### config.mk
export PLATFORM = sky130hd
export DESIGN_NAME = response_stream_deframer
export DESIGN_NICKNAME = d
export VERILOG_FILES = /design/src/rtl/rsd_pkg.sv /design/src/rtl/rsd_in_stage.sv /design/src/rtl/rsd_parser.sv /design/src/rtl/rsd_out_stage.sv /design/src/rtl/response_stream_deframer.sv
export VERILOG_INCLUDE_DIRS = /design/src /design/src/rtl
export SDC_FILE = /design/constraint.sdc
export NUM_CORES = 1
export LEC_CHECK = 0
export CAP_MARGIN = 20
export CORE_MARGIN = 8
export CORE_UTILIZATION = 45
export CTS_BUF_LIST = sky130_fd_sc_hd__clkbuf_4 sky130_fd_sc_hd__clkbuf_8
export DETAILED_ROUTE_END_ITERATION = 12
export DONT_BUFFER_PORTS = 1
export PLACE_DENSITY = 0.64
export SLEW_MARGIN = 30
export SYNTH_ARGS = -nofsm -noshare
export SYNTH_HDL_FRONTEND = slang
export SYNTH_SLANG_ARGS = --single-unit
### constraint.sdc
create_clock -name clk -period 10.52 [get_ports clk]
set_clock_uncertainty 0.1 [all_clocks]
set_input_delay 0.526 -clock clk [delete_from_list [all_inputs] [get_ports clk]]
set_output_delay 0.526 -clock clk [all_outputs]
set_load 0.02 [all_outputs]
### src/rtl/response_stream_deframer_macros.svh
// Assertion helpers shared by the deframer RTL.
`ifndef RESPONSE_STREAM_DEFRAMER_MACROS_SVH
`define RESPONSE_STREAM_DEFRAMER_MACROS_SVH

// Same-cycle implication, disabled while reset is asserted.
`define RSD_ASSERT_NOW(label, clk, rst_n, ante, cons, msg) \
    label: assert property (@(posedge clk) disable iff (!rst_n) (ante) |-> (cons)) \
        else $error(msg);

// Next-cycle implication, disabled while reset is asserted.
`define RSD_ASSERT_NEXT(label, clk, rst_n, ante, cons, msg) \
    label: assert property (@(posedge clk) disable iff (!rst_n) (ante) |=> (cons)) \
        else $error(msg);

`endif

### src/rtl/rsd_pkg.sv
package rsd_pkg;

    // Frame type codes carried in the leading byte
    localparam logic [7:0] TYPE_TILE = 8'h81;
    localparam logic [7:0] TYPE_ELEV = 8'h82;
    localparam logic [7:0] TYPE_META = 8'h83;
    localparam logic [7:0] TYPE_ERR  = 8'hFF;

    // Header byte counts after the type byte
    localparam logic [4:0] HDR_LEN_TILE = 5'd16;
    localparam logic [4:0] HDR_LEN_ELEV = 5'd24;
    localparam logic [4:0] HDR_LEN_META = 5'd4;
    localparam logic [4:0] HDR_LEN_ERR  = 5'd5;

    // Output bus widths
    localparam int TDATA_W = 240;
    localparam int TUSER_W = 3;

    typedef enum logic [1:0] {
        PH_IDLE    = 2'd0,
        PH_HEADER  = 2'd1,
        PH_PAYLOAD = 2'd2
    } phase_t;

    typedef enum logic [1:0] {
        FT_TILE = 2'd0,
        FT_ELEV = 2'd1,
        FT_META = 2'd2,
        FT_ERR  = 2'd3
    } frame_t;

    typedef enum logic [2:0] {
        KIND_TILE    = 3'd0,
        KIND_ELEV    = 3'd1,
        KIND_META    = 3'd2,
        KIND_ERR     = 3'd3,
        KIND_PAYLOAD = 3'd4,
        KIND_SKIP    = 3'd5
    } kind_t;

    // One registered input byte
    typedef struct packed {
        logic       valid;
        logic [7:0] data;
    } rsd_beat_t;

    // One result item
    typedef struct packed {
        kind_t       kind;
        logic [63:0] word_a;
        logic [63:0] word_b;
        logic [63:0] word_c;
        logic [31:0] payload_length;
        logic [7:0]  data_byte;
        logic [1:0]  payload_owner;
        logic        payload_last;
    } rsd_result_t;

    function automatic logic [4:0] header_len(frame_t ft);
        logic [4:0] len;
        unique case (ft)
            FT_TILE: len = HDR_LEN_TILE;
            FT_ELEV: len = HDR_LEN_ELEV;
            FT_META: len = HDR_LEN_META;
            default: len = HDR_LEN_ERR;
        endcase
        return len;
    endfunction

endpackage

### src/rtl/rsd_in_stage.sv
module rsd_in_stage
    import rsd_pkg::*;
(
    input  logic       clk,
    input  logic       rst_n,
    input  logic       s_axis_tvalid,
    output logic       s_axis_tready,
    input  logic [7:0] s_axis_tdata,   // [7:0] in_byte
    input  logic       pop,
    output rsd_beat_t  beat
);

    logic       in_valid_reg;
    logic [7:0] in_byte_reg;

    // Room when empty or when the held byte leaves this cycle
    assign s_axis_tready = !in_valid_reg || pop;

    // Valid flag
    always_ff @(posedge clk or negedge rst_n) begin
        if (!rst_n)
        begin
            in_valid_reg <= 1'b0;
        end
        else if (s_axis_tready)
        begin
            in_valid_reg <= s_axis_tvalid;
        end
    end

    // Byte holding register
    always_ff @(posedge clk) begin
        if (s_axis_tready && s_axis_tvalid)
        begin
            in_byte_reg <= s_axis_tdata;
        end
    end

    assign beat.valid = in_valid_reg;
    assign beat.data  = in_byte_reg;

endmodule

### src/rtl/rsd_parser.sv
`include "response_stream_deframer_macros.svh"

module rsd_parser
    import rsd_pkg::*;
(
    input  logic        clk,
    input  logic        rst_n,
    input  logic        step,
    input  logic [7:0]  in_byte,
    output logic        res_valid,
    output rsd_result_t res
);

    phase_t      phase_reg, phase_next;
    frame_t      ft_reg, ft_next;
    logic [4:0]  cnt_reg, cnt_next;
    logic [63:0] a_reg, a_next;
    logic [63:0] b_reg, b_next;
    logic [63:0] c_reg, c_next;
    logic [31:0] len_reg, len_next;
    logic [31:0] remain_reg, remain_next;

    logic [4:0]  cnt_inc;
    logic [31:0] hdr_len_out;

    // State registers
    always_ff @(posedge clk or negedge rst_n) begin
        if (!rst_n)
        begin
            phase_reg  <= PH_IDLE;
            ft_reg     <= FT_TILE;
            cnt_reg    <= '0;
            a_reg      <= '0;
            b_reg      <= '0;
            c_reg      <= '0;
            len_reg    <= '0;
            remain_reg <= '0;
        end
        else
        begin
            phase_reg  <= phase_next;
            ft_reg     <= ft_next;
            cnt_reg    <= cnt_next;
            a_reg      <= a_next;
            b_reg      <= b_next;
            c_reg      <= c_next;
            len_reg    <= len_next;
            remain_reg <= remain_next;
        end
    end

    assign cnt_inc = cnt_reg + 5'd1;

    // Next state and result for one byte
    always_comb begin
        phase_next  = phase_reg;
        ft_next     = ft_reg;
        cnt_next    = cnt_reg;
        a_next      = a_reg;
        b_next      = b_reg;
        c_next      = c_reg;
        len_next    = len_reg;
        remain_next = remain_reg;
        hdr_len_out = '0;
        res_valid   = 1'b0;
        res         = '0;

        if (step)
        begin
            unique case (phase_reg)
                PH_HEADER:
                begin
                    // Route the byte into its big-endian field
                    unique case (ft_reg)
                        FT_TILE:
                        begin
                            if (cnt_reg < 5'd4)       a_next = {a_reg[55:0], in_byte};
                            else if (cnt_reg < 5'd8)  b_next = {b_reg[55:0], in_byte};
                            else if (cnt_reg < 5'd12) c_next = {c_reg[55:0], in_byte};
                            else                      len_next = {len_reg[23:0], in_byte};
                        end
                        FT_ELEV:
                        begin
                            if (cnt_reg < 5'd8)       a_next = {a_reg[55:0], in_byte};
                            else if (cnt_reg < 5'd16) b_next = {b_reg[55:0], in_byte};
                            else                      c_next = {c_reg[55:0], in_byte};
                        end
                        FT_META:
                        begin
                            len_next = {len_reg[23:0], in_byte};
                        end
                        default:
                        begin
                            if (cnt_reg == 5'd0) a_next = {a_reg[55:0], in_byte};
                            else                 len_next = {len_reg[23:0], in_byte};
                        end
                    endcase

                    if (cnt_inc == header_len(ft_reg))
                    begin
                        // Header complete: emit it and arm the payload count
                        hdr_len_out        = (ft_reg == FT_ELEV) ? 32'd0 : len_next;
                        res_valid          = 1'b1;
                        res.kind           = kind_t'({1'b0, ft_reg});
                        res.word_a         = a_next;
                        res.word_b         = b_next;
                        res.word_c         = c_next;
                        res.payload_length = hdr_len_out;
                        remain_next        = hdr_len_out;
                        cnt_next           = '0;
                        phase_next         = (hdr_len_out != 32'd0) ? PH_PAYLOAD : PH_IDLE;
                    end
                    else
                    begin
                        cnt_next = cnt_inc;
                    end
                end
                PH_PAYLOAD:
                begin
                    res_valid         = 1'b1;
                    res.kind          = KIND_PAYLOAD;
                    res.data_byte     = in_byte;
                    res.payload_owner = ft_reg;
                    if (remain_reg <= 32'd1)
                    begin
                        res.payload_last = 1'b1;
                        remain_next      = '0;
                        phase_next       = PH_IDLE;
                    end
                    else
                    begin
                        remain_next = remain_reg - 32'd1;
                    end
                end
                default:
                begin
                    // Idle: look for a type byte, skip anything else
                    phase_next = PH_IDLE;
                    if (in_byte == TYPE_TILE || in_byte == TYPE_ELEV ||
                        in_byte == TYPE_META || in_byte == TYPE_ERR)
                    begin
                        unique case (in_byte)
                            TYPE_TILE: ft_next = FT_TILE;
                            TYPE_ELEV: ft_next = FT_ELEV;
                            TYPE_META: ft_next = FT_META;
                            default:   ft_next = FT_ERR;
                        endcase
                        cnt_next    = '0;
                        a_next      = '0;
                        b_next      = '0;
                        c_next      = '0;
                        len_next    = '0;
                        remain_next = '0;
                        phase_next  = PH_HEADER;
                    end
                    else
                    begin
                        res_valid     = 1'b1;
                        res.kind      = KIND_SKIP;
                        res.data_byte = in_byte;
                    end
                end
            endcase
        end
    end

    // Checks
    `RSD_ASSERT_NOW(a_payload_count, clk, rst_n,
        phase_reg == PH_PAYLOAD, remain_reg != 32'd0,
        "payload phase with nothing left to pass")
    `RSD_ASSERT_NOW(a_header_count, clk, rst_n,
        phase_reg == PH_HEADER, cnt_reg < header_len(ft_reg),
        "header byte count beyond header length")
    `RSD_ASSERT_NEXT(a_last_to_idle, clk, rst_n,
        step && res_valid && res.payload_last, phase_reg == PH_IDLE,
        "last payload byte did not return to idle")

endmodule

### src/rtl/rsd_out_stage.sv
module rsd_out_stage
    import rsd_pkg::*;
(
    input  logic               clk,
    input  logic               rst_n,
    input  logic               load,
    input  rsd_result_t        res,
    output logic               busy,
    output logic               m_axis_tvalid,
    input  logic               m_axis_tready,
    // [63:0] word_a, [127:64] word_b, [191:128] word_c, [223:192] payload_length,
    // [231:224] data_byte, [233:232] payload_owner, [239:234] zero
    output logic [TDATA_W-1:0] m_axis_tdata,
    output logic [TUSER_W-1:0] m_axis_tuser,  // [2:0] kind
    output logic               m_axis_tlast   // payload_last
);

    logic        out_valid_reg;
    rsd_result_t out_reg;

    // Holding a beat the receiver has not taken
    assign busy = out_valid_reg && !m_axis_tready;

    always_ff @(posedge clk or negedge rst_n) begin
        if (!rst_n)
        begin
            out_valid_reg <= 1'b0;
        end
        else if (load)
        begin
            out_valid_reg <= 1'b1;
        end
        else if (m_axis_tready)
        begin
            out_valid_reg <= 1'b0;
        end
    end

    // Result payload
    always_ff @(posedge clk) begin
        if (load)
        begin
            out_reg <= res;
        end
    end

    assign m_axis_tvalid = out_valid_reg;
    assign m_axis_tdata  = {6'd0, out_reg.payload_owner, out_reg.data_byte,
                            out_reg.payload_length, out_reg.word_c,
                            out_reg.word_b, out_reg.word_a};
    assign m_axis_tuser  = out_reg.kind;
    assign m_axis_tlast  = out_reg.payload_last;

endmodule

### src/rtl/response_stream_deframer.sv
// Response stream deframer.
// Input: byte stream on s_axis (one response byte per beat). A type byte
// 0x81/0x82/0x83/0xFF opens a tile, elevation, metadata or error frame; its
// big-endian header fields are gathered and one header beat is sent on
// m_axis. The announced payload bytes then go out one per beat, kind 4,
// with tlast on the final one. Bytes outside a frame that are not a type
// code go out as kind 5 and are otherwise dropped.
// Throughput: one byte per cycle unless m_axis stalls; no bubbles between frames.
// Path: a byte accepted into the input register is parsed into the output
// register once the output side has room, and is visible on m_axis from there.
// Type bytes and header bytes before the last produce no output beat.
// Stall: when m_axis_tready is low with a beat waiting, the parser holds and
// s_axis_tready drops once the input register is full; nothing is lost.
// Reset (rst_n low, async): both stages empty, parser idle, all
// accumulators and counts cleared.
`include "response_stream_deframer_macros.svh"

module response_stream_deframer
    import rsd_pkg::*;
(
    input  logic               clk,
    input  logic               rst_n,
    input  logic               s_axis_tvalid,
    output logic               s_axis_tready,
    input  logic [7:0]         s_axis_tdata,   // [7:0] in_byte
    output logic               m_axis_tvalid,
    input  logic               m_axis_tready,
    // [63:0] word_a, [127:64] word_b, [191:128] word_c, [223:192] payload_length,
    // [231:224] data_byte, [233:232] payload_owner, [239:234] zero
    output logic [TDATA_W-1:0] m_axis_tdata,
    output logic [TUSER_W-1:0] m_axis_tuser,   // [2:0] kind
    output logic               m_axis_tlast    // payload_last
);

    rsd_beat_t   beat;
    rsd_result_t res;
    logic        res_valid;
    logic        out_busy;
    logic        advance;

    // Parse the held byte whenever the output side has room
    assign advance = beat.valid && !out_busy;

    rsd_in_stage u_in (
        .clk           (clk),
        .rst_n         (rst_n),
        .s_axis_tvalid (s_axis_tvalid),
        .s_axis_tready (s_axis_tready),
        .s_axis_tdata  (s_axis_tdata),
        .pop           (advance),
        .beat          (beat)
    );

    rsd_parser u_parser (
        .clk       (clk),
        .rst_n     (rst_n),
        .step      (advance),
        .in_byte   (beat.data),
        .res_valid (res_valid),
        .res       (res)
    );

    rsd_out_stage u_out (
        .clk           (clk),
        .rst_n         (rst_n),
        .load          (advance && res_valid),
        .res           (res),
        .busy          (out_busy),
        .m_axis_tvalid (m_axis_tvalid),
        .m_axis_tready (m_axis_tready),
        .m_axis_tdata  (m_axis_tdata),
        .m_axis_tuser  (m_axis_tuser),
        .m_axis_tlast  (m_axis_tlast)
    );

    // Checks
    `RSD_ASSERT_NOW(a_ready_when_full, clk, rst_n,
        !s_axis_tready, beat.valid && out_busy,
        "input stalled without a full pipeline")

endmodule

==> results.yml <==
drt:
  vias_per_cell: 6.08
  drt_drc_violations_left: 0
  detail_route.iter0.violations: 1808
  via_count: 15500
  drt_wl_total_um: 60000
  drt_first_pass_iters: 5
  antenna_violating_nets_post_route: 0
  route.detailed.wl_per_inst_um: 23.5
clock_network:
  worstSkewPairLatency_ns: 0.66
  clkTransAtPathRegs_ns: 0.07
  post_cts_setup_inserts: 0
  post_cts.resized_instances: 0
  numClockSinks: 513
  cts_made_buffers: 85
  hold_buffers: 10
  clock_tree_from_tritoncts: "done"
  root_buffer: "sky130_fd_sc_hd__clkbuf_8"
  max-clock-path-buffers: 3
  clock_tree.htree_level_count: 3
logic_synthesis:
  synth_top_family_by_area: "compound AO/OA/AOI/OAI gates"
  post-synth-top-count-cell: "sky130_fd_sc_hd__nand2_1"
  post_synth_adder_cell_area_pct: 0.341
  synth_area_leaders: "sky130_fd_sc_hd__edfxtp_1 (34%), sky130_fd_sc_hd__dfrtp_1 (30%), sky130_fd_sc_hd__a22o_1 (9.3%)"
  ys_dominant_reg_cell: "sky130_fd_sc_hd__dfrtp_1"
  synth.distinct_cells: 66
  yosysWarnings: 0
  synth.top_cells.by_count: "sky130_fd_sc_hd__nand2_1 (356), sky130_fd_sc_hd__dfrtp_1 (267), sky130_fd_sc_hd__edfxtp_1 (246), sky130_fd_sc_hd__a22o_1 (234), sky130_fd_sc_hd__a21oi_1 (201)"
  yosys.area_share.xor_xnor_pct: 0.182
  synth-compound-area-share_pct: 17.5
  async_sr_flop_fraction_pct: 52.0
  syn-instance-count: 1887
  synthDominantCellAreaShare_pct: 33.6
  post_synth_mux_area_share_pct: 1.64
  ys_ff_latch: 513
  synth_sequential_area_ratio_pct: 64.0
  mappedNetlistArea_sq_um: 22000
  yosys.area_share.simple_pct: 12.9
  syn-mean-instance-area_sq_um: 11.7
  synth-edff-count: 246
  synthDominantAreaCellType: "sky130_fd_sc_hd__edfxtp_1"
timing:
  number_of_setup_violations_in_the_final_report: 0
  grt_setup_unrepaired: "false"
  max_freq_mhz: 234
  setup_total_negative_slack_ns: 0
  timing.slew.headroom_pct: 39.9
  min_period_over_period_pct: 40.7
  slew_viol_final: 0
  tightest_slew_ns: 0.901
  final_period_minus_worst_setup_slack_ns: 4.28
  final_hold_viol_count: 0
run:
  maxCapViolations: 0
floorplan:
  dieArea_sq_um: 56200
  floorplan.initialDensity_pct: 45.2
  placeableCoreArea_sq_um: 48600
  ios: 258
  chipHeight_um: 237
  die_w_um: 237
  rows: 81
final_layout:
  areaGrowthSynthToFinish_pct: 10.8
  largest_register_ff_count: 234
  layout.core_utilization_pct: 50.1
  post_route_cells_drive_above_1_share_pct: 11.1
  fin_nets: 1872
  fill_cells: 4284
worst_setup_path:
  cp_slowest_cell: "sky130_fd_sc_hd__and3_4"
  worstPathCellList: "nor2b_1 -> xnor3_1 -> o211a_2 -> nand2_1 -> nand2_1 -> and3_4 -> buf_12 -> buf_16"
  critical-path-top-cell-by-count: "sky130_fd_sc_hd__nand2_1"
  critical_path.top_delay_family: "simple AND/OR/NAND/NOR gates"
  crit_arrival_ns: 4.46
  crit_fanout: 127
  worst_setup_sp_type: "flop"
  cp-end-kind: "flop"
  crit_required_ns: 10.70
  crit_buf_inv: 2
  max_stage_delay_ns: 0.77
  path_class: "flop to flop"
placement:
  dp_hpwl_um: 35000
  place_congestion: 0.838
  numPortBuffers: 0
global_routing:
  grt_first_pass_wirelength_um: 92100
  via_count_of_the_first_global_routing_pass: 14800
  grtUsageTotal_pct: 20.7
  global_route.overflow_total: 0
  antenna_found_initial: 2
  grt_max_degree: 268
pwr:
  worst_ir_drop_vdd_mv: 0.117
  power_density_nw_per_um2: 198
  static-leakage-power_nw: 9.03
worst_hold_path:
  min-delay-path-class: "input port to flop"
status:
  status: "complete, no violations"
-- worst register-to-register path: cells and delay by family (launching register included) --
| family | cells | cell delay [ns] |
|---|---|---|
| AOI/OAI and AO/OA | 1 | 0.32 |
| and+or+nand+nor | 4 | 1.54 |
| buffers and inverters | 2 | 0.91 |
| DFF | 1 | 0.60 |
| xor gates and xnor gates | 1 | 0.26 |
-- layout by cell type, fill, tap and decap left out, drive strengths merged, types with 25 or more instances in the layout --
master	count
clkinv	28
buf	25
nand2	357
nor3	30
edfxtp	246
mux2i	35
a21oi	201
dfrtp	267
nand3b	56
clkbuf	127
a22o	234
nor2	75
-- cell families (layout without fill, tap and decap cells) --
family	Yosys count	count (layout)
other	1	8
buffers and inverters	177	212
xor gates and xnor gates	3	3
muxes	36	36
AOI/OAI and AO/OA	540	540
adders and majority gates	6	6
DFF	513	513
and+or+nand+nor	611	611
-- final cells by class --
type / instances / area [sq um] / share of cell area, %
flip-flops and latches: 513 / 14100 / 57.7
well taps: 622 / 778 / 3.19
clock inverters: 33 / 188 / 0.770
multi-input cells: 1202 / 7310 / 30.0
diodes: 2 / 5.00 / 0.0205
repair buffers: 35 / 404 / 1.66
inverters: 17 / 63.8 / 0.262
clock buffers: 127 / 1550 / 6.38
-- final timing paths --
path                                          from                       to  slack (ns)  cells past startpoint
setup / recovery                u_parser.ft_reg[0]  u_out.m_axis_tdata[170]        6.24                      8
hold / removal                       m_axis_tready      u_out.m_axis_tvalid        0.16                      2
setup reg to reg                u_parser.ft_reg[0]  u_out.m_axis_tdata[170]        6.24                      8
hold reg to reg            u_parser.remain_reg[30]  u_parser.remain_reg[30]        0.39                      1
max in group asynchronous                    rst_n       u_parser.b_reg[15]        9.08                      3
min in group asynchronous                    rst_n  u_parser.remain_reg[17]        0.33                      2
-- layer usage --
| metal | wire [um] | GRT usage (%) | up-vias |
|---|---|---|---|
| met5 | 0 | 0 | - |
| met4 | 1640 | 7.60 | 0 |
| met3 | 4490 | 5.31 | 106 |
| met2 | 28100 | 31.4 | 627 |
| met1 | 25800 | 28.4 | 7879 |
| li1 | - | - | 6890 |
-- metrics by stage --
| step | hold slack (ns) | area [sq um] | setup slack [ns] | cells | power, mW |
|---|---|---|---|---|---|
| after floorplan | 0.130 | 22000 | 2.78 | 1892 | 2.87 |
| after global placement | 0.150 | 22400 | 6.32 | 2374 | 3.03 |
| after detailed placement | 0.149 | 22400 | 6.23 | 2375 | 3.04 |
| after CTS | 0.00629 | 24300 | 6.20 | 2545 | 4.86 |
| after global routing | 0.132 | 24400 | 6.04 | 2551 | 5.01 |
| final | 0.160 | 24400 | 6.24 | 2551 | 4.82 |
-- power by group --
| group | switching [mW] | internal [mW] | total (mW) | leakage [nW] |
|---|---|---|---|---|
| sequential | 0.221 | 2.25 | 2.47 | 6.15 |
| clock | 0.810 | 0.975 | 1.78 | 0.936 |
| combinational | 0.386 | 0.175 | 0.561 | 1.94 |
| total | 1.42 | 3.40 | 4.82 | 9.03 |
Note: power is estimated with default switching activity, not from simulation.
